## config.mk

```make
export PLATFORM = sky130hd
export DESIGN_NAME = countdown_timer_with_debounced_keys
export DESIGN_NICKNAME = d
export VERILOG_FILES = /design/src/rtl/core/cdt_pkg.sv /design/src/rtl/core/cdt_key_lane.sv /design/src/rtl/core/cdt_timer_core.sv /design/src/rtl/core/cdt_display.sv /design/src/rtl/core/countdown_timer_with_debounced_keys.sv
export SDC_FILE = /design/constraint.sdc
export NUM_CORES = 1
export LEC_CHECK = 0
export ABC_CLOCK_PERIOD_IN_PS = 11300
export BUFFER_PORTS_ARGS = -buffer_cell sky130_fd_sc_hd__buf_4
export CAP_MARGIN = 30
export CORE_MARGIN = 2
export CORE_UTILIZATION = 60
export CTS_CLUSTER_DIAMETER = 30
export DETAILED_ROUTE_END_ITERATION = 8
export GPL_ROUTABILITY_DRIVEN = 1
export PLACE_DENSITY = 0.78
export SLEW_MARGIN = 30
export SYNTH_ARGS = -nofsm -noshare
export SYNTH_HDL_FRONTEND = slang
export SYNTH_SLANG_ARGS = --single-unit
```

## constraint.sdc

```tcl
create_clock -name clk_i -period 11.3 [get_ports clk_i]
set_input_delay 1.13 -clock clk_i [delete_from_list [all_inputs] [get_ports clk_i]]
set_output_delay 1.13 -clock clk_i [all_outputs]
set_load 0.02 [all_outputs]
```

## src/rtl/core/cdt_pkg.sv

```systemverilog
package cdt_pkg;

  // Key lanes, in the order their presses are handled
  localparam int unsigned KEY_COUNT = 3;
  localparam int unsigned KEY_START = 0;
  localparam int unsigned KEY_MODE  = 1;
  localparam int unsigned KEY_RESET = 2;

  // Field widths
  localparam int unsigned DEBOUNCE_W = 10;
  localparam int unsigned LOCKOUT_W  = 10;
  localparam int unsigned SECOND_W   = 11;
  localparam int unsigned MINUTES_W  = 7;
  localparam int unsigned COUNT_W    = 13;
  localparam int unsigned DIGIT_W    = 4;
  localparam int unsigned SEG_W      = 7;
  localparam int unsigned PROG_W     = 6;
  localparam int unsigned MODE_W     = 3;
  localparam int unsigned KEY_AGE_W  = 11;
  localparam int unsigned CFG_IDX_W  = 4;
  localparam int unsigned CFG_DATA_W = 11;
  localparam int unsigned IN_DATA_W  = 8;
  localparam int unsigned OUT_DATA_W = 48;

  localparam int unsigned PRESET_SLOTS = 5;
  localparam int unsigned MODE_COUNT_DEF = 5;

  // Saturation limits and constants
  localparam logic [KEY_AGE_W-1:0] KEY_AGE_MAX    = '1;
  localparam logic [LOCKOUT_W-1:0] TOGGLE_AGE_MAX = '1;
  localparam logic [SECOND_W-1:0]  PHASE_MAX      = '1;
  localparam logic [PROG_W-1:0]    PROG_LAST      = 6'd59;

  // Register reset values
  localparam logic [DEBOUNCE_W-1:0] DEBOUNCE_RST = 10'd60;
  localparam logic [LOCKOUT_W-1:0]  LOCKOUT_RST  = 10'd250;
  localparam logic [SECOND_W-1:0]   SECOND_RST   = 11'd1000;
  localparam logic [PRESET_SLOTS-1:0][MINUTES_W-1:0] PRESET_RST =
    {7'd25, 7'd20, 7'd15, 7'd10, 7'd5};
  localparam logic [COUNT_W-1:0] SECONDS_LEFT_RST = 13'd300;

  // Reciprocal of 60: x * 8739 >> 19 is exact for any 13-bit x
  localparam logic [13:0] RECIP_60 = 14'd8739;
  localparam int unsigned RECIP_60_SHIFT = 19;
  // Reciprocal of 10: m * 205 >> 11 is exact for any 7-bit m
  localparam logic [7:0] RECIP_10 = 8'd205;
  localparam int unsigned RECIP_10_SHIFT = 11;

  typedef enum logic [CFG_IDX_W-1:0] {
    REG_DEBOUNCE = 4'd0,
    REG_LOCKOUT  = 4'd1,
    REG_SECOND   = 4'd2,
    REG_MODE0    = 4'd3,
    REG_MODE1    = 4'd4,
    REG_MODE2    = 4'd5,
    REG_MODE3    = 4'd6,
    REG_MODE4    = 4'd7
  } reg_idx_e;

  typedef struct packed {
    logic [DEBOUNCE_W-1:0]                     debounce_ms;
    logic [LOCKOUT_W-1:0]                      toggle_lockout_ms;
    logic [SECOND_W-1:0]                       second_ms;
    logic [PRESET_SLOTS-1:0][MINUTES_W-1:0]    preset_minutes;
  } cfg_t;

  // Timer state after one tick
  typedef struct packed {
    logic               running;
    logic [COUNT_W-1:0] seconds_left;
    logic [PROG_W-1:0]  progress;
    logic [MODE_W-1:0]  mode;
    logic               done;
  } status_t;

  // First display stage: whole minutes beside the status
  typedef struct packed {
    status_t              status;
    logic [MINUTES_W-1:0] minutes;
  } disp_t;

  // Seven-segment pattern, bit0 A through bit6 G, blank above nine
  function automatic logic [SEG_W-1:0] seg_of(input logic [DIGIT_W-1:0] digit);
    logic [SEG_W-1:0] seg;
    unique case (digit)
      4'd0:    seg = 7'h3F;
      4'd1:    seg = 7'h06;
      4'd2:    seg = 7'h5B;
      4'd3:    seg = 7'h4F;
      4'd4:    seg = 7'h66;
      4'd5:    seg = 7'h6D;
      4'd6:    seg = 7'h7D;
      4'd7:    seg = 7'h07;
      4'd8:    seg = 7'h7F;
      4'd9:    seg = 7'h6F;
      default: seg = 7'h00;
    endcase
    return seg;
  endfunction

endpackage

```

## src/rtl/core/cdt_key_lane.sv

```systemverilog
module cdt_key_lane (
  input  logic                             clk_i,
  input  logic                             rst_ni,
  input  logic                             accept_i,
  input  logic                             raw_i,
  input  logic [cdt_pkg::DEBOUNCE_W-1:0]   debounce_ms_i,
  output logic                             press_o
);
  import cdt_pkg::*;

  logic                 last_q, last_d;
  logic                 stable_q, stable_d;
  logic [KEY_AGE_W-1:0] age_q, age_d;
  logic [KEY_AGE_W-1:0] age_inc;
  logic                 flip;

  // Age the level, restart on a change, settle once old enough
  always_comb begin
    age_inc  = (age_q < KEY_AGE_MAX) ? age_q + 1'b1 : age_q;
    age_d    = (raw_i != last_q) ? '0 : age_inc;
    last_d   = raw_i;
    flip     = (age_d > KEY_AGE_W'(debounce_ms_i)) && (raw_i != stable_q);
    stable_d = flip ? raw_i : stable_q;
    press_o  = flip && !raw_i;
  end

  always_ff @(posedge clk_i or negedge rst_ni) begin
    if (!rst_ni) begin
      last_q   <= 1'b1;
      stable_q <= 1'b1;
      age_q    <= '0;
    end else if (accept_i) begin
      last_q   <= last_d;
      stable_q <= stable_d;
      age_q    <= age_d;
    end
  end

endmodule

```

## src/rtl/core/cdt_timer_core.sv

```systemverilog
module cdt_timer_core #(
  parameter int unsigned MODE_COUNT = cdt_pkg::MODE_COUNT_DEF
) (
  input  logic                           clk_i,
  input  logic                           rst_ni,
  input  logic                           accept_i,
  input  logic [cdt_pkg::KEY_COUNT-1:0]  press_i,
  input  cdt_pkg::cfg_t                  cfg_i,
  output cdt_pkg::status_t               status_o
);
  import cdt_pkg::*;

  localparam logic [MODE_W-1:0] MODE_LAST = MODE_W'(MODE_COUNT - 1);

  logic [LOCKOUT_W-1:0] toggle_age_q, toggle_age_d;
  logic [SECOND_W-1:0]  phase_q, phase_d;
  logic                 running_q, running_d;
  logic [MODE_W-1:0]    mode_q, mode_d;
  logic [COUNT_W-1:0]   left_q, left_d;
  logic [COUNT_W-1:0]   elapsed_q, elapsed_d;
  logic [PROG_W-1:0]    prog_q, prog_d;
  logic                 done_q, done_d;
  logic                 mode_step;
  logic [MINUTES_W-1:0] preset;

  // Merge the key presses in order, then count a due second
  always_comb begin
    toggle_age_d = (toggle_age_q < TOGGLE_AGE_MAX) ? toggle_age_q + 1'b1 : toggle_age_q;
    phase_d      = (running_q && phase_q < PHASE_MAX) ? phase_q + 1'b1 : phase_q;
    running_d    = running_q;
    mode_d       = mode_q;
    left_d       = left_q;
    elapsed_d    = elapsed_q;
    prog_d       = prog_q;
    done_d       = 1'b0;

    if (press_i[KEY_START] && toggle_age_d >= cfg_i.toggle_lockout_ms) begin
      toggle_age_d = '0;
      running_d    = !running_d;
      if (running_d) begin
        phase_d = '0;
      end
    end

    mode_step = press_i[KEY_MODE] && !running_d;
    if (mode_step) begin
      mode_d = (mode_q == MODE_LAST) ? '0 : mode_q + 1'b1;
    end

    if (press_i[KEY_RESET]) begin
      running_d = 1'b0;
    end

    // Reload the selected preset
    preset = cfg_i.preset_minutes[mode_d];
    if (mode_step || press_i[KEY_RESET]) begin
      left_d    = COUNT_W'(COUNT_W'(preset) * COUNT_W'(60));
      elapsed_d = '0;
      prog_d    = '0;
    end

    if (running_d && phase_d >= cfg_i.second_ms) begin
      phase_d = '0;
      if (left_d != '0) begin
        left_d    = left_d - 1'b1;
        elapsed_d = elapsed_d + 1'b1;
        // Elapsed wraps to zero, and zero is a multiple of sixty
        prog_d    = (elapsed_d == '0 || prog_d == PROG_LAST) ? '0 : prog_d + 1'b1;
      end else begin
        running_d = 1'b0;
        done_d    = 1'b1;
      end
    end
  end

  always_ff @(posedge clk_i or negedge rst_ni) begin
    if (!rst_ni) begin
      toggle_age_q <= TOGGLE_AGE_MAX;
      phase_q      <= '0;
      running_q    <= 1'b0;
      mode_q       <= '0;
      left_q       <= SECONDS_LEFT_RST;
      elapsed_q    <= '0;
      prog_q       <= '0;
      done_q       <= 1'b0;
    end else if (accept_i) begin
      toggle_age_q <= toggle_age_d;
      phase_q      <= phase_d;
      running_q    <= running_d;
      mode_q       <= mode_d;
      left_q       <= left_d;
      elapsed_q    <= elapsed_d;
      prog_q       <= prog_d;
      done_q       <= done_d;
    end
  end

  assign status_o.running      = running_q;
  assign status_o.seconds_left = left_q;
  assign status_o.progress     = prog_q;
  assign status_o.mode         = mode_q;
  assign status_o.done         = done_q;

endmodule

```

## src/rtl/core/cdt_display.sv

```systemverilog
module cdt_display (
  input  logic                              clk_i,
  input  logic                              en_b_i,
  input  logic                              en_c_i,
  input  cdt_pkg::status_t                  status_i,
  output logic [cdt_pkg::OUT_DATA_W-1:0]    tdata_o
);
  import cdt_pkg::*;

  logic [26:0]          min_prod;
  disp_t                disp_d, disp_q;
  logic [14:0]          tens_prod;
  logic [DIGIT_W-1:0]   tens;
  logic [MINUTES_W-1:0] tens_x10;
  logic [DIGIT_W-1:0]   ones;
  logic [OUT_DATA_W-1:0] data_d, data_q;

  // Stage B: whole minutes by reciprocal multiply
  always_comb begin
    min_prod       = 27'(status_i.seconds_left) * 27'(RECIP_60);
    disp_d.status  = status_i;
    disp_d.minutes = min_prod[RECIP_60_SHIFT +: MINUTES_W];
  end

  always_ff @(posedge clk_i) begin
    if (en_b_i) begin
      disp_q <= disp_d;
    end
  end

  // Stage C: split minutes into digits and pack the transfer
  always_comb begin
    tens_prod = 15'(disp_q.minutes) * 15'(RECIP_10);
    tens      = tens_prod[RECIP_10_SHIFT +: DIGIT_W];
    tens_x10  = MINUTES_W'({tens, 3'b000}) + MINUTES_W'({tens, 1'b0});
    ones      = DIGIT_W'(disp_q.minutes - tens_x10);
    data_d    = {2'b00,
                 disp_q.status.done,
                 disp_q.status.mode,
                 disp_q.status.progress,
                 seg_of(ones),
                 seg_of(tens),
                 ones,
                 tens,
                 disp_q.status.seconds_left,
                 disp_q.status.running};
  end

  always_ff @(posedge clk_i) begin
    if (en_c_i) begin
      data_q <= data_d;
    end
  end

  assign tdata_o = data_q;

endmodule

```

## src/rtl/core/countdown_timer_with_debounced_keys.sv

```systemverilog
// Countdown timer with three debounced keys, one millisecond tick per transfer.
// A result is offered on m_axis once its accepted tick has passed through every pipeline stage.
// Throughput: one tick per cycle; the state update, minute division and digit
// split each own one pipeline stage, and s_axis_tready stalls only with m_axis.
// Reset (async, active low) selects mode zero with 300 s left, stopped, keys
// released, registers at their defaults and the pipeline empty.
module countdown_timer_with_debounced_keys #(
  parameter int unsigned MODE_COUNT = cdt_pkg::MODE_COUNT_DEF
) (
  input  logic                              clk_i,
  input  logic                              rst_ni,
  input  logic                              s_axis_tvalid,
  output logic                              s_axis_tready,
  // [0] start_key_level, [1] mode_key_level, [2] reset_key_level
  input  logic [cdt_pkg::IN_DATA_W-1:0]     s_axis_tdata,
  output logic                              m_axis_tvalid,
  input  logic                              m_axis_tready,
  // [0] running, [13:1] remaining_seconds, [17:14] minutes_tens,
  // [21:18] minutes_ones, [28:22] tens_segments, [35:29] ones_segments,
  // [41:36] progress_count, [44:42] mode_number, [45] done_pulse
  output logic [cdt_pkg::OUT_DATA_W-1:0]    m_axis_tdata,
  input  logic                              cfg_we_i,
  input  logic [cdt_pkg::CFG_IDX_W-1:0]     cfg_index_i,
  input  logic [cdt_pkg::CFG_DATA_W-1:0]    cfg_data_i
);
  import cdt_pkg::*;

  cfg_t                 cfg_q;
  status_t              status;
  logic [KEY_COUNT-1:0] press;
  logic                 accept;
  logic                 valid_a_q, valid_b_q, valid_c_q;
  logic                 adv_a, adv_b, adv_c;

  // Configuration registers
  always_ff @(posedge clk_i or negedge rst_ni) begin
    if (!rst_ni) begin
      cfg_q.debounce_ms       <= DEBOUNCE_RST;
      cfg_q.toggle_lockout_ms <= LOCKOUT_RST;
      cfg_q.second_ms         <= SECOND_RST;
      cfg_q.preset_minutes    <= PRESET_RST;
    end else if (cfg_we_i) begin
      case (reg_idx_e'(cfg_index_i))
        REG_DEBOUNCE: cfg_q.debounce_ms       <= cfg_data_i[DEBOUNCE_W-1:0];
        REG_LOCKOUT:  cfg_q.toggle_lockout_ms <= cfg_data_i[LOCKOUT_W-1:0];
        REG_SECOND:   cfg_q.second_ms         <= cfg_data_i[SECOND_W-1:0];
        REG_MODE0:    cfg_q.preset_minutes[0] <= cfg_data_i[MINUTES_W-1:0];
        REG_MODE1:    cfg_q.preset_minutes[1] <= cfg_data_i[MINUTES_W-1:0];
        REG_MODE2:    cfg_q.preset_minutes[2] <= cfg_data_i[MINUTES_W-1:0];
        REG_MODE3:    cfg_q.preset_minutes[3] <= cfg_data_i[MINUTES_W-1:0];
        REG_MODE4:    cfg_q.preset_minutes[4] <= cfg_data_i[MINUTES_W-1:0];
        default: ;
      endcase
    end
  end

  // Pipeline flow: each stage advances when the next one is free
  assign adv_c         = !valid_c_q || m_axis_tready;
  assign adv_b         = !valid_b_q || adv_c;
  assign adv_a         = !valid_a_q || adv_b;
  assign s_axis_tready = adv_a;
  assign accept        = s_axis_tvalid && s_axis_tready;

  always_ff @(posedge clk_i or negedge rst_ni) begin
    if (!rst_ni) begin
      valid_a_q <= 1'b0;
      valid_b_q <= 1'b0;
      valid_c_q <= 1'b0;
    end else begin
      valid_a_q <= accept || (valid_a_q && !adv_b);
      valid_b_q <= (valid_a_q && adv_b) || (valid_b_q && !adv_c);
      valid_c_q <= (valid_b_q && adv_c) || (valid_c_q && !m_axis_tready);
    end
  end

  assign m_axis_tvalid = valid_c_q;

  // One debounce lane per key
  for (genvar k = 0; k < KEY_COUNT; k++) begin : g_lane
    cdt_key_lane u_lane (
      .clk_i         (clk_i),
      .rst_ni        (rst_ni),
      .accept_i      (accept),
      .raw_i         (s_axis_tdata[k]),
      .debounce_ms_i (cfg_q.debounce_ms),
      .press_o       (press[k])
    );
  end

  // Merge presses into the timer state
  cdt_timer_core #(
    .MODE_COUNT (MODE_COUNT)
  ) u_core (
    .clk_i    (clk_i),
    .rst_ni   (rst_ni),
    .accept_i (accept),
    .press_i  (press),
    .cfg_i    (cfg_q),
    .status_o (status)
  );

  cdt_display u_display (
    .clk_i    (clk_i),
    .en_b_i   (adv_b),
    .en_c_i   (adv_c),
    .status_i (status),
    .tdata_o  (m_axis_tdata)
  );

  // Input stalls only behind a stalled output transfer
  a_stall_cause: assert property (@(posedge clk_i) disable iff (!rst_ni)
    !s_axis_tready |-> (m_axis_tvalid && !m_axis_tready))
    else $error("input stalled without output backpressure");

  // A finished countdown is never left running
  a_done_stops: assert property (@(posedge clk_i) disable iff (!rst_ni)
    status.done |-> !status.running)
    else $error("done with timer still running");

  // Progress stays within one minute
  a_prog_range: assert property (@(posedge clk_i) disable iff (!rst_ni)
    status.progress <= PROG_LAST)
    else $error("progress count out of range");

  // Mode index stays within the preset count
  a_mode_range: assert property (@(posedge clk_i) disable iff (!rst_ni)
    status.mode < MODE_W'(MODE_COUNT))
    else $error("mode index out of range");

endmodule
```

Word level (Yosys, flattened, before mapping)
Memories as Yosys holds them, arrays and structs flattened. A register that Yosys moved wholly into a read port is not among the register bits.
Cells that the tools add are included.
- add/sub/neg operators: 11
- multipliers: 3
- order comparisons: 11
- eq/ne operators: 15
- mux-type cells: 32
- reduce and logical (&&, ||, !) cells: 49
- operators by type and width (kind ; number):
    11-bit two-way mux ; 10
    13-bit two-way mux ; 6
    11-bit by 1-bit adder with 11-bit output, second input constant ; 4
    11-bit less-than comparator, second input constant ; 4
    11-bit by 10-bit > comparator with 1-bit output ; 3
    13-bit by 14-bit multiplier with 26-bit output, second input constant ; 1
    6-bit two-way mux ; 4
    2-bit AND reduction ; 11
    7-bit binary-select mux with 3-bit select ; 1
    10-bit two-way mux ; 2
    4-bit by 3-bit equality test with 1-bit output, second input constant ; 4
    1-bit logical AND ; 16
    7-bit by 8-bit multiplier with 15-bit output, second input constant ; 1
    13-bit by 1-bit adder with 13-bit output, second input constant ; 1
    13-bit zero test ; 1
    13-bit nonzero test ; 1
    13-bit by 1-bit subtractor with 13-bit output, second input constant ; 1
    11-bit >= comparator ; 1
    1-bit zero test ; 11
    7-bit by 4-bit multiplier with 11-bit output, second input constant ; 1
    10-bit by 1-bit adder with 10-bit output, second input constant ; 1
    10-bit >= comparator ; 1
    10-bit less-than comparator, second input constant ; 1
    4-bit by 2-bit equality test with 1-bit output, second input constant ; 2
    14 further kinds ; 32
- bits in registers: 243
- memory bits (read-only): 224
- output and inout port bits: 50
- memories kept: 2
- memories (memory ; words ; width ; rd ports ; clocked after memory_dff ; write ports ; line ; text):
    (no name shown) ; 16 ; 7 ; 1 ; 1 ; 0 ; cdt_pkg.sv:85 ; unique case (digit)
    (no name shown) ; 16 ; 7 ; 1 ; 1 ; 0 ; cdt_pkg.sv:85 ;

Logic depth before layout (Yosys ltp)
Gate-level depths: netlist of the first run.
- word-level depth: 18
- depth in mapped cells: 39
- gate-level depth less buffers: 35

Hierarchy
Synthesis of the first run repeated with hierarchy kept, for this count alone.
- cells, all modules: 1712
- area, all modules: 17555.6 um^2
- by module, submodules not included (module ; times used ; cells an instance ; area each (um^2) ; sequential area each (um^2)):
    cdt_timer_core ; 1 ; 702 ; 5729.2 ; 1468.9
    cdt_display ; 1 ; 447 ; 5621.6 ; 2312.2
    cdt_key_lane ; 3 ; 135 ; 1153.6 ; 327.8
    countdown_timer_with_debounced_keys ; 1 ; 158 ; 2743.9 ; 1762.9

Worst setup path before layout of the first run
OpenSTA, ideal clock, no wires.
- path kind: input -> register
- start: input s_axis_tdata[0] (netlist bit)
- end: register u_core.elapsed_q[8]
- library setup time: 0.110 ns
- arrival: 8.769 ns
- setup slack: 2.421 ns
- cell stages on the path: 33
- buffers on the path: 4
- path through: xor2_1 > clkbuf_1 > a211oi_1 > ha_1 > a21o_1 > a21o_1 > a221o_1 > a21oi_2 > nor3_2 > nor3_2 > mux2i_1 > buf_2 > mux2_2 > nand2_1 > o21ai_0 > a22o_1 > fa_1 > fa_1 > fa_1 > a21o_1 > a21oi_1 > xnor2_1 > nor4_1 > nand2_1 > or4_1 > a211oi_1 > o21ai_2 > o21a_1 > buf_2 > buf_4 > a21oi_1 > o21ai_0 > o41ai_1
- cells in the longest elaborated chain, start to end: 17
- ends and longest elaborated chain (item ; line ; text):
    start: declaration ; countdown_timer_with_debounced_keys.sv:15 ; input logic [cdt_pkg::IN_DATA_W-1:0] s_axis_tdata,
    1-bit != test (*) ; cdt_key_lane.sv:20 ; age_d = (raw_i != last_q) ? '0 : age_inc;
    11-bit two-way mux (*) ; cdt_key_lane.sv:20 ;
    named net g_lane[0].u_lane.age_d[6] ; cdt_key_lane.sv:13 ; logic [KEY_AGE_W-1:0] age_q, age_d;
    11-bit by 10-bit > comparator with 1-bit output (*) ; cdt_key_lane.sv:22 ; flip = (age_d > KEY_AGE_W'(debounce_ms_i)) && (raw_i != stable_q);
    1-bit logical AND (*) ; cdt_key_lane.sv:22 ;
    1-bit logical AND (*) ; cdt_key_lane.sv:24 ; press_o = flip && !raw_i;
    1-bit logical AND (*) ; cdt_timer_core.sv:37 ; if (press_i[KEY_START] && toggle_age_d >= cfg_i.toggle_lockout_ms) begin
    1-bit two-way mux ; cdt_timer_core.sv:37 ;
    (+2 left out) ; n/a ;
    3-bit two-way mux ; cdt_timer_core.sv:46 ; if (mode_step) begin
    7-bit binary-select mux with 3-bit select ; cdt_timer_core.sv:55 ; preset = cfg_i.preset_minutes[mode_d];
    7-bit two-way mux (implied by the code) ; cdt_timer_core.sv:55 ;
    7-bit by 4-bit multiplier with 11-bit output ; cdt_timer_core.sv:57 ; left_d = COUNT_W'(COUNT_W'(preset) * COUNT_W'(60));
    13-bit two-way mux ; cdt_timer_core.sv:56 ; if (mode_step || press_i[KEY_RESET]) begin
    13-bit nonzero test ; cdt_timer_core.sv:64 ; if (left_d != '0) begin
    13-bit two-way mux ; cdt_timer_core.sv:64 ;
    13-bit two-way mux (*) ; cdt_timer_core.sv:62 ; if (running_d && phase_d >= cfg_i.second_ms) begin
    end signal: assignment ; cdt_timer_core.sv:92 ; elapsed_q <= elapsed_d;
    end: declaration ; cdt_timer_core.sv:20 ; logic [COUNT_W-1:0] elapsed_q, elapsed_d;
The timed path passes the listed nets; every way through them passes the cells marked *. The select of a mux whose other input is x is not followed.
A chain may end at the register's enable or synchronous reset.

Worst setup path in the final report of the first run
- start: register u_core.toggle_age_q[0]
- end: register u_core.left_q[1]
- cells in the longest elaborated chain, start to end: 15
- ends and longest elaborated chain (item ; line ; text):
    start: declaration ; cdt_timer_core.sv:15 ; logic [LOCKOUT_W-1:0] toggle_age_q, toggle_age_d;
    start signal: assignment ; cdt_timer_core.sv:87 ; toggle_age_q <= toggle_age_d;
    10-bit by 1-bit adder with 10-bit output or 10-bit less-than comparator (tied branches) ; cdt_timer_core.sv:28 ; toggle_age_d = (toggle_age_q < TOGGLE_AGE_MAX) ? toggle_age_q + 1'b1 : toggle_age_q;
    10-bit two-way mux (*) ; cdt_timer_core.sv:28 ;
    10-bit >= comparator (*) ; cdt_timer_core.sv:37 ;
    1-bit logical AND (*) ; cdt_timer_core.sv:37 ;
    1-bit two-way mux ; cdt_timer_core.sv:37 ;
    1-bit zero test ; cdt_timer_core.sv:45 ; mode_step = press_i[KEY_MODE] && !running_d;
    1-bit logical AND ; cdt_timer_core.sv:45 ;
    3-bit two-way mux ; cdt_timer_core.sv:46 ;
    7-bit binary-select mux with 3-bit select ; cdt_timer_core.sv:55 ;
    7-bit two-way mux (implied by the code) ; cdt_timer_core.sv:55 ;
    7-bit by 4-bit multiplier with 11-bit output ; cdt_timer_core.sv:57 ;
    13-bit two-way mux ; cdt_timer_core.sv:56 ;
    13-bit nonzero test ; cdt_timer_core.sv:64 ;
    13-bit two-way mux ; cdt_timer_core.sv:64 ;
    13-bit two-way mux (*) ; cdt_timer_core.sv:62 ;
    end signal: assignment ; cdt_timer_core.sv:91 ; left_q <= left_d;
    end: declaration ; cdt_timer_core.sv:19 ; logic [COUNT_W-1:0] left_q, left_d;
Every way passes the cells marked *; elsewhere a longest branch is shown, timed or not. The select of a mux whose other input is x is not followed.

==> flow_metrics.py, run 1 <==
metrics = {
    "outcome": {
        "status": "finished, final reports clean",
    },
    "cts": {
        "cts_resized": 0,
        "clk_latency_ns": 0.55,
        "cts_max_level": 2,
        "clock_path_buffers": 3,
        "clk_pin_slew_worst_paths_ns": 0.05,
        "ctsHoldBuffers": 0,
        "clock_sinks": 243,
        "post_cts_buffers": 0,
        "numCtsBuffers": 54,
        "cts_tree": "built",
        "clock-root-buffer": "clkbuf_16",
    },
    "yosys": {
        "syn_area_per_cell_sq_um": 10.2,
        "synth_area_sq_mm": 0.0162,
        "async_flop_share_pct": 68.3,
        "synth_top_cell_by_area": "dfrtp_1",
        "yosys_most_used_dff": "dfrtp_1",
        "ys_top_cells_by_area": "dfrtp_1 18%, ha_1 15%, edfxtp_1 14%",
        "ys_warn_count": 0,
        "syn_inst": 1592,
        "seq_area_frac_synth_pct": 40.2,
        "ys_seq_elements": 243,
        "yosysUniqueCellTypes": 90,
        "yosysTopAreaCellShare_pct": 18.0,
        "synth_edf_count": 77,
    },
    "grt": {
        "grt_max_degree": 93,
        "gr-total-overflow": 0,
        "grt_pass1_wl_microns": 59900,
        "antenna_found_initial": 0,
        "grt_usage_pct": 25.7,
        "grt_pass1_vias": 12416,
    },
    "worst_hold_path": {
        "hp-start": "u_display.data_d[8]$_DFFE_PN_",
        "min_path_type": "reg -> reg",
        "hold_path_depth": 0,
        "holdPathEnd": "u_display.tdata_o[8]$_DFFE_PN_",
    },
    "critical_path": {
        "critPathKind": "reg -> reg",
        "crit_arrival_ns": 10.51,
        "max_stage_delay_ns": 0.57,
        "crit_path_start": "u_core.toggle_age_q[0]$_DFFE_PN1P_",
        "crit_buf_inv": 3,
        "ff2ff_path_depth": 34,
        "reg2reg_to": "u_core.left_q[1]$_DFFE_PN0P_",
        "slowest_stage": "dfstp_2",
        "r2r_slack_ns": 1.24,
        "crit_required_ns": 11.75,
        "startpoint_type": "flop",
        "end_kind": "flop",
        "reg2reg_from": "u_core.toggle_age_q[0]$_DFFE_PN1P_",
        "worstPathMaxFanout": 22,
        "cpLargestDelayFamily": "compound AO/OA/AOI/OAI gates",
    },
    "sta": {
        "final-hold-violation-count": 0,
        "max_freq_ghz": 0.0994,
        "tns_ns": 0,
        "finalCriticalPeriod_ns": 10.06,
        "tightest_slew_ns": 0.867,
        "setup_viol": 0,
        "rsz0062_at_grt": "false",
        "finalCritPeriodShare_pct": 89.1,
        "max-slew-margin-rel_pct": 42.2,
        "setup_ws_ns": 1.24,
        "skew_ns": 0.0185,
        "final_max_slew_viol_count": 0,
    },
    "die": {
        "num_rows": 60,
        "die_x_microns": 168,
        "die_area_sq_mm": 0.0284,
        "io_pins": 78,
        "coreArea_sq_mm": 0.0267,
        "fp.dieH_microns": 168,
        "start_util_pct": 60.7,
    },
    "place": {
        "dp_hpwl_microns": 23900,
        "place_ws_ns": 1.19,
        "port_buffers": 70,
        "place_congestion": 0.855,
    },
    "finish": {
        "antennaDiodeCount": 0,
        "drive_gt1_share_pct": 19.3,
        "nets": 1939,
        "area_delta_synth_final_pct": 17.1,
    },
    "route": {
        "drcViolationCount": 0,
        "wl_per_cell_microns": 17.2,
        "ant_nets": 0,
        "drt_first_pass_iters": 6,
        "vias_per_cell": 5.90,
        "vias": 12179,
        "drt_wl_total_microns": 35400,
        "drtIter0Drc": 864,
    },
    "job": {
        "cap_viol_max_count": 0,
    },
}
Yosys cell counts (all sizes together), types with 5 or more instances:
library cell / n
nor2b: 13
nor3b: 6
ha: 196
o41ai: 14
a31oi: 21
xor2: 30
and2: 5
or4: 8
nand3: 41
nand4: 24
nor2: 88
or3: 8
nor4: 5
and3: 27
nand2b: 8
a211oi: 10
dfrtp: 117
or2: 6
inv: 140
a21oi: 49
a22oi: 7
dfstp: 49
a22o: 5
nand2: 227
nor3: 21
mux2: 79
clkbuf: 31
o211ai: 7
nand3b: 5
edfxtp: 77
xnor2: 25
o22ai: 6
a21o: 21
o21a: 9
mux2i: 18
o31ai: 8
fa: 38
o21ai: 81
buf: 19
cell usage in the layout, fill, tap and decap left out, types with 27 or more instances in the layout:
| cell | instances |
|---|---|
| a21oi_1 | 47 |
| and3_1 | 27 |
| buf_4 | 76 |
| clkbuf_16 | 55 |
| dfrtp_1 | 117 |
| dfstp_2 | 49 |
| edfxtp_1 | 77 |
| fa_1 | 38 |
| ha_1 | 196 |
| inv_1 | 139 |
| mux2_2 | 78 |
| nand2_1 | 225 |
| nand3_1 | 41 |
| nor2_1 | 87 |
| o21ai_0 | 77 |
| xor2_1 | 30 |
worst reg2reg max path: cells and delay by family (launching register included):
family | cells | cell delay, ns
DFF | 1 | 0.57
xor gates and xnor gates | 2 | 0.42
AOI/OAI and AO/OA | 12 | 2.95
and+or+nand+nor | 10 | 2.75
muxes | 2 | 0.63
adders and majority gates | 5 | 1.99
buffers and inverters | 3 | 0.66
per-layer routing:
metal | part of all wire [%] | up-vias | track usage (%)
met4 | 2.7 | 0 | 8.85
met2 | 48 | 329 | 43.7
met3 | 5.1 | 68 | 4.37
met1 | 44 | 5959 | 33.5
li1 | - | 5823 | -
met5 | 0 | - | 0
cells by family (layout without fill, tap and decap cells):
group	count (synthesis)	in the layout	synth area share (%)
other	1	2	0.0231
and+or+nand+nor	499	499	14.3
AOI/OAI and AO/OA	273	273	11.4
adders and majority gates	234	234	19.8
muxes	97	97	6.62
DFF	243	243	40.2
xor gates and xnor gates	55	55	3.01
buffers and inverters	190	319	4.60
per-stage QoR:
stage	area (sq um)	utilization (%)	cells	hold WS, ns
after floorplan	16200	-	1593	0.400
after global placement	17000	63.7	1962	0.400
after detailed placement	17000	63.8	1962	0.405
after CTS	19000	71.1	2063	0.396
after global routing	19000	71.1	2063	0.416
final	19000	71.1	2063	0.408
how the worst max path moves through the flow:
| stage | end | cells after the start |
|---|---|---|
| detailed placement | u_core.left_q[1]$_DFFE_PN0P_ | 34 |
| finish | u_core.left_q[1]$_DFFE_PN0P_ | 34 |
| CTS | u_core.left_q[1]$_DFFE_PN0P_ | 34 |
| global route | u_core.left_q[0]$_DFFE_PN0P_ | 34 |
| global placement | u_core.prog_q[4]$_DFFE_PN0P_ | 34 |
| floorplan | u_core.elapsed_q[8]$_DFFE_PN0P_ | 33 |
sequential cells by signal, summed over array words and instances, names as in the netlist:
register	count
u_core.prog_q	6
g_lane.u_lane.last_q	3
u_core.elapsed_q	13
cfg_q	66
u_display.tdata_o	46
u_display.disp_q	7
u_core.running_q	1
u_core.done_q	1
u_core.phase_q	11
u_core.left_q	13
u_display.data_d	24
valid_b_q	1
u_core.toggle_age_q	10
g_lane.u_lane.stable_q	3
m_axis_tvalid	1
u_core.mode_q	3
valid_a_q	1
g_lane.u_lane.age_q	33
area by class of cell:
cell class,instances,area (sq um)
clock inverters,31,468
multi-input cells,1160,8970
well taps,341,427
flip-flops and latches,243,6530
fillers,1914,7730
clock buffers,70,1480
repair buffers,78,593
inverters,140,527
Power of run 1 is not shown: default switching activity piles up to over one toggle a cycle in this logic, so the estimate is an artifact.
==> run 2: changes to the inputs <==
--- a/config.mk
+++ b/config.mk
@@ -8,6 +8,7 @@
 export ABC_CLOCK_PERIOD_IN_PS = 11300
 export BUFFER_PORTS_ARGS = -buffer_cell sky130_fd_sc_hd__buf_4
 export CAP_MARGIN = 30
+export CORE_ASPECT_RATIO = 0.8
 export CORE_MARGIN = 2
 export CORE_UTILIZATION = 60
 export CTS_CLUSTER_DIAMETER = 30
==> constraint.sdc (replaced) <==
create_clock -name clk_i -period 11.3 [get_ports clk_i]
set_input_delay 0.565 -clock clk_i [delete_from_list [all_inputs] [get_ports clk_i]]
set_output_delay 0.565 -clock clk_i [all_outputs]
set_load 0.02 [all_outputs]
==> run 2 against run 1 <==
Against the previous run: count of clock-buffer cells in the layout fell by 12; maximum frequency fell by 1.1%; critical path depth did not move; global-route usage fell by 0.32 points; worst hold slack got worse by 0.30 ns; sequential share of layout area rose by 0.58 points; first-iteration DRC count rose by 5.3%; critical path type unchanged; highest routed layer unchanged.
==> flow_metrics.py, run 2 (same netlist as run 1, synthesis figures left out) <==
metrics = {
    "critical_path": {
        "max_stage_delay_ns": 0.58,
        "crit_required_ns": 11.74,
        "slowest_stage": "dfstp_2",
        "startpoint_type": "flop",
        "crit_arrival_ns": 10.62,
        "end_kind": "flop",
        "worstPathMaxFanout": 22,
        "ff2ff_path_depth": 34,
        "reg2reg_from": "u_core.toggle_age_q[0]$_DFFE_PN1P_",
        "r2r_slack_ns": 1.12,
        "reg2reg_to": "u_core.left_q[0]$_DFFE_PN0P_",
        "critPathKind": "reg -> reg",
    },
    "finish": {
        "nFillCells": 1875,
        "largest-register": "cfg_q",
        "nets": 1929,
        "multi_input_area_sq_mm": 0.00899,
        "stdcell_area_sq_mm": 0.0187,
        "antennaDiodeCount": 0,
        "register_area_sq_mm": 0.00653,
        "area_delta_synth_final_pct": 15.2,
        "final_cell_mix": "225 x nand2_1, 196 x ha_1, 139 x inv_1",
        "drive_gt1_share_pct": 18.8,
        "largest_register_ff_count": 66,
        "final_common_cell": "nand2_1",
    },
    "route": {
        "vias_per_cell": 5.86,
        "vias": 12069,
        "top_layer": "met4",
        "drt_wl_total_microns": 35000,
        "ant_nets": 0,
        "drcViolationCount": 0,
        "wl_met1_microns": 16200,
        "met3_length_microns": 2120,
        "met2WireLength_microns": 15900,
        "drtIter0Drc": 910,
        "wl_per_cell_microns": 17.0,
        "drt_first_pass_iters": 5,
    },
    "cts": {
        "clk_pin_slew_worst_paths_ns": 0.05,
        "cts_max_level": 2,
        "numCtsBuffers": 45,
        "cts_resized": 0,
        "post_cts_buffers": 0,
        "cts_tree": "built",
        "clk_latency_ns": 0.54,
        "clock-root-buffer": "clkbuf_16",
        "ctsHoldBuffers": 0,
        "clock_sinks": 243,
        "clock_path_buffers": 3,
    },
    "grt": {
        "grt_pass1_vias": 12007,
        "grt_usage_pct": 25.4,
        "antenna_found_initial": 0,
        "gr-total-overflow": 0,
        "grt_pass1_wl_microns": 58700,
        "grt_max_degree": 106,
    },
    "sta": {
        "finalCritPeriodShare_pct": 90.1,
        "setup_viol": 0,
        "whs_ns": 0.104,
        "tns_ns": 0,
        "final_max_slew_viol_count": 0,
        "tightest_slew_ns": 0.910,
        "finalCriticalPeriod_ns": 10.18,
        "final-hold-violation-count": 0,
        "max_freq_ghz": 0.0983,
        "skew_ns": 0.0226,
        "max-slew-margin-rel_pct": 39.1,
        "rsz0062_at_grt": "false",
    },
    "die": {
        "coreArea_sq_mm": 0.0265,
        "io_pins": 78,
        "num_rows": 53,
        "die_x_microns": 188,
        "fp.dieH_microns": 151,
        "start_util_pct": 61.3,
        "die_area_sq_mm": 0.0284,
    },
    "place": {
        "post_dp_cell_area_sq_mm": 0.0171,
        "dp_hpwl_microns": 24000,
        "port_buffers": 70,
        "place_congestion": 0.836,
    },
    "outcome": {
        "status": "finished, final reports clean",
    },
    "job": {
        "cap_viol_max_count": 0,
    },
    "worst_hold_path": {
        "min_path_type": "in -> async",
    },
}
[run 2: cell count changes in the layout (fill, tap and decap cells not counted), moves of 2 or more]
cell and delta:
bufinv_16 -5, clkbuf_1 -5, clkbuf_16 -10, clkbuf_8 +3, clkinv_2 -6, clkinv_8 +2, inv_6 +4
[run 2: area by class of cell]
type,count,share of cell area [%]
flip-flops and latches,243,34.9
inverters,140,2.81
clock inverters,26,1.90
multi-input cells,1160,48.1
repair buffers,77,3.13
well taps,357,2.39
clock buffers,58,6.72
[run 2: how the worst max path moves through the flow]
| stage | start | end | slack (ns) | cells past startpoint |
|---|---|---|---|---|
| floorplan | g_lane[0].u_lane.age_q[2]$_DFFE_PN0P_ | u_core.elapsed_q[8]$_DFFE_PN0P_ | 2.67 | 35 |
| global placement | s_axis_tdata[0] | u_core.prog_q[4]$_DFFE_PN0P_ | 1.54 | 33 |
| detailed placement | s_axis_tdata[0] | u_core.prog_q[1]$_DFFE_PN0P_ | 1.36 | 33 |
| CTS | u_core.toggle_age_q[0]$_DFFE_PN1P_ | u_core.left_q[0]$_DFFE_PN0P_ | 1.26 | 34 |
| global route | u_core.toggle_age_q[0]$_DFFE_PN1P_ | u_core.left_q[0]$_DFFE_PN0P_ | 0.47 | 34 |
| finish | u_core.toggle_age_q[0]$_DFFE_PN1P_ | u_core.left_q[0]$_DFFE_PN0P_ | 1.12 | 34 |
[run 2: critical path: cells and delay by family, from the launching register on]
kind,cells,cell delay [ns]
xor gates and xnor gates,2,0.44
DFF,1,0.58
and+or+nand+nor,10,2.72
muxes,2,0.67
AOI/OAI and AO/OA,12,2.97
adders and majority gates,5,2.01
buffers and inverters,3,0.69
[run 2: routing by layer]
| metal | GRT usage [%] | vias to the layer above |
|---|---|---|
| met1 | 35.3 | 5822 |
| met5 | 0 | - |
| li1 | - | 5811 |
| met4 | 7.01 | 0 |
| met3 | 4.17 | 64 |
| met2 | 41.7 | 372 |
[run 2: stage by stage]
stage	util, %	instances	setup WS [ns]
floorplan	-	1593	2.67
global placement	64.4	1977	1.54
detailed placement	64.5	1977	1.36
CTS	70.6	2061	1.26
global route	70.6	2061	0.473
finish	70.6	2061	1.12
Power of run 2 is left out for the same reason.
==> run 3: changes to the inputs <==
--- a/config.mk
+++ b/config.mk
@@ -9,11 +9,11 @@
 export BUFFER_PORTS_ARGS = -buffer_cell sky130_fd_sc_hd__buf_4
 export CAP_MARGIN = 30
 export CORE_ASPECT_RATIO = 0.8
-export CORE_MARGIN = 2
 export CORE_UTILIZATION = 60
 export CTS_CLUSTER_DIAMETER = 30
 export DETAILED_ROUTE_END_ITERATION = 8
 export GPL_ROUTABILITY_DRIVEN = 1
+export GPL_TIMING_DRIVEN = 0
 export PLACE_DENSITY = 0.78
 export SLEW_MARGIN = 30
 export SYNTH_ARGS = -nofsm -noshare
==> run 3 against run 2 <==
Against the previous run: flip-flop and latch count is the same; first-iteration DRC count grew 8.6%; die area shrank 2.4%; maximum frequency shrank 1.1%; clock skew shrank 0.0099 ns; non-clock buffer count grew 47; setup slack lost 0.11 ns; core utilization grew 1.3 points; final area grew 1.6%; critical path type unchanged; highest routed layer unchanged.
==> flow_metrics.py, run 3 (same netlist as run 1, synthesis figures left out) <==
metrics = {
    "outcome": {
        "status": "finished, final reports clean",
    },
    "critical_path": {
        "crit_buf_inv": 4,
        "critPathMostFrequentCell": "fa_1",
        "cpLargestDelayFamily": "simple AND/OR/NAND/NOR gates",
        "startpoint_type": "flop",
        "max_stage_delay_ns": 0.65,
        "slowest_stage": "mux2i_1",
        "r2r_slack_ns": 1.01,
        "critPathKind": "reg -> reg",
        "crit_arrival_ns": 10.70,
        "crit_required_ns": 11.71,
        "worstPathMaxFanout": 10,
        "end_kind": "flop",
    },
    "place": {
        "dp_hpwl_microns": 27200,
        "port_buffers": 70,
        "place_congestion": 0.919,
    },
    "cts": {
        "clock-root-buffer": "clkbuf_16",
        "cts_max_level": 2,
        "cts_resized": 0,
        "numCtsBuffers": 46,
        "ctsHoldBuffers": 1,
        "clock_sinks": 243,
        "clock_path_buffers": 3,
        "post_cts_buffers": 0,
        "cts_tree": "built",
        "clk_pin_slew_worst_paths_ns": 0.05,
        "clk_latency_ns": 0.53,
    },
    "die": {
        "die_area_sq_mm": 0.0277,
        "die_x_microns": 186,
        "io_pins": 78,
        "num_rows": 53,
        "coreArea_sq_mm": 0.0264,
        "start_util_pct": 61.5,
        "fp.dieH_microns": 149,
    },
    "finish": {
        "largest_register_ff_count": 66,
        "antennaDiodeCount": 0,
        "multi_input_area_sq_mm": 0.00897,
        "nets": 1977,
        "nFillCells": 1879,
        "area_delta_synth_final_pct": 17.0,
        "drive_gt1_share_pct": 18.9,
        "register_area_sq_mm": 0.00653,
        "final_cell_mix": "225 x nand2_1, 196 x ha_1, 139 x inv_1",
        "final_common_cell": "nand2_1",
        "largest-register": "cfg_q",
    },
    "route": {
        "ant_nets": 0,
        "vias": 12570,
        "drcViolationCount": 0,
        "drt_first_pass_iters": 5,
        "vias_per_cell": 5.96,
        "drtIter0Drc": 988,
        "wl_per_cell_microns": 18.2,
        "drt_wl_total_microns": 38300,
    },
    "sta": {
        "tightest_slew_ns": 0.868,
        "final_max_slew_viol_count": 0,
        "max_freq_ghz": 0.0972,
        "skew_ns": 0.0127,
        "setup_viol": 0,
        "finalCritPeriodShare_pct": 91.0,
        "max-slew-margin-rel_pct": 41.7,
        "finalCriticalPeriod_ns": 10.29,
        "final-hold-violation-count": 0,
        "rsz0062_at_grt": "false",
        "tns_ns": 0,
    },
    "worst_hold_path": {
        "min_path_type": "in -> reg",
    },
    "job": {
        "cap_viol_max_count": 0,
    },
    "grt": {
        "antenna_found_initial": 0,
        "gr-total-overflow": 0,
        "grt_max_degree": 74,
        "grt_pass1_vias": 12405,
        "grt_usage_pct": 29.1,
        "grt_pass1_wl_microns": 63500,
    },
}
==> run 3: per-stage QoR <==
step / hold slack [ns] / util (%) / area, sq um / setup WS [ns] / std cells
floorplan: 0.269 / - / 16200 / 2.67 / 1593
global placement: 0.401 / 65.2 / 17200 / 1.40 / 2020
detailed placement: 0.405 / 65.5 / 17300 / 1.14 / 2023
global route: 0.263 / 72.0 / 19000 / 0.284 / 2110
CTS: 0.243 / 71.9 / 19000 / 1.10 / 2110
finish: 0.260 / 72.0 / 19000 / 1.01 / 2110
==> run 3: area by class of cell <==
class                   count  area share (%)
flip-flops and latches    243            34.4
clock inverters            31            1.88
inverters                 140            2.77
clock buffers              55            6.96
repair buffers             74            3.29
multi-input cells        1160            47.2
plain buffers              50            1.17
well taps                 357            2.35
==> run 3: worst min-delay path, stage by stage <==
cell,delay (ns)
buf_4,0.13
nand2_1,0.05
nand2_1,0.04
==> run 3: path summary, 6_finish.rpt <==
| kind | end | depth (start not counted) | from |
|---|---|---|---|
| min reg2reg | u_display.tdata_o[4]$_DFFE_PN_ | 0 | u_display.data_d[4]$_DFFE_PN_ |
| max reg2reg | u_core.elapsed_q[8]$_DFFE_PN0P_ | 35 | u_core.toggle_age_q[0]$_DFFE_PN1P_ |
| max | u_core.elapsed_q[8]$_DFFE_PN0P_ | 35 | u_core.toggle_age_q[0]$_DFFE_PN1P_ |
| min | g_lane[2].u_lane.last_q$_DFFE_PN1P_ | 3 | s_axis_tdata[2] |
| min in group asynchronous | g_lane[1].u_lane.age_q[5]$_DFFE_PN0P_ | 2 | rst_ni |
| max in group asynchronous | cfg_q[10]$_DFFE_PN1P_ | 4 | rst_ni |
==> run 3: layer usage <==
layer / track usage [%] / up-vias / routed length [microns]
met5: 0 / - / 0
met4: 9.10 / 0 / 1030
li1: - / 5924 / -
met3: 5.13 / 84 / 2730
met1: 40.9 / 6091 / 17100
met2: 45.9 / 471 / 17500
Power of run 3 is left out for the same reason.
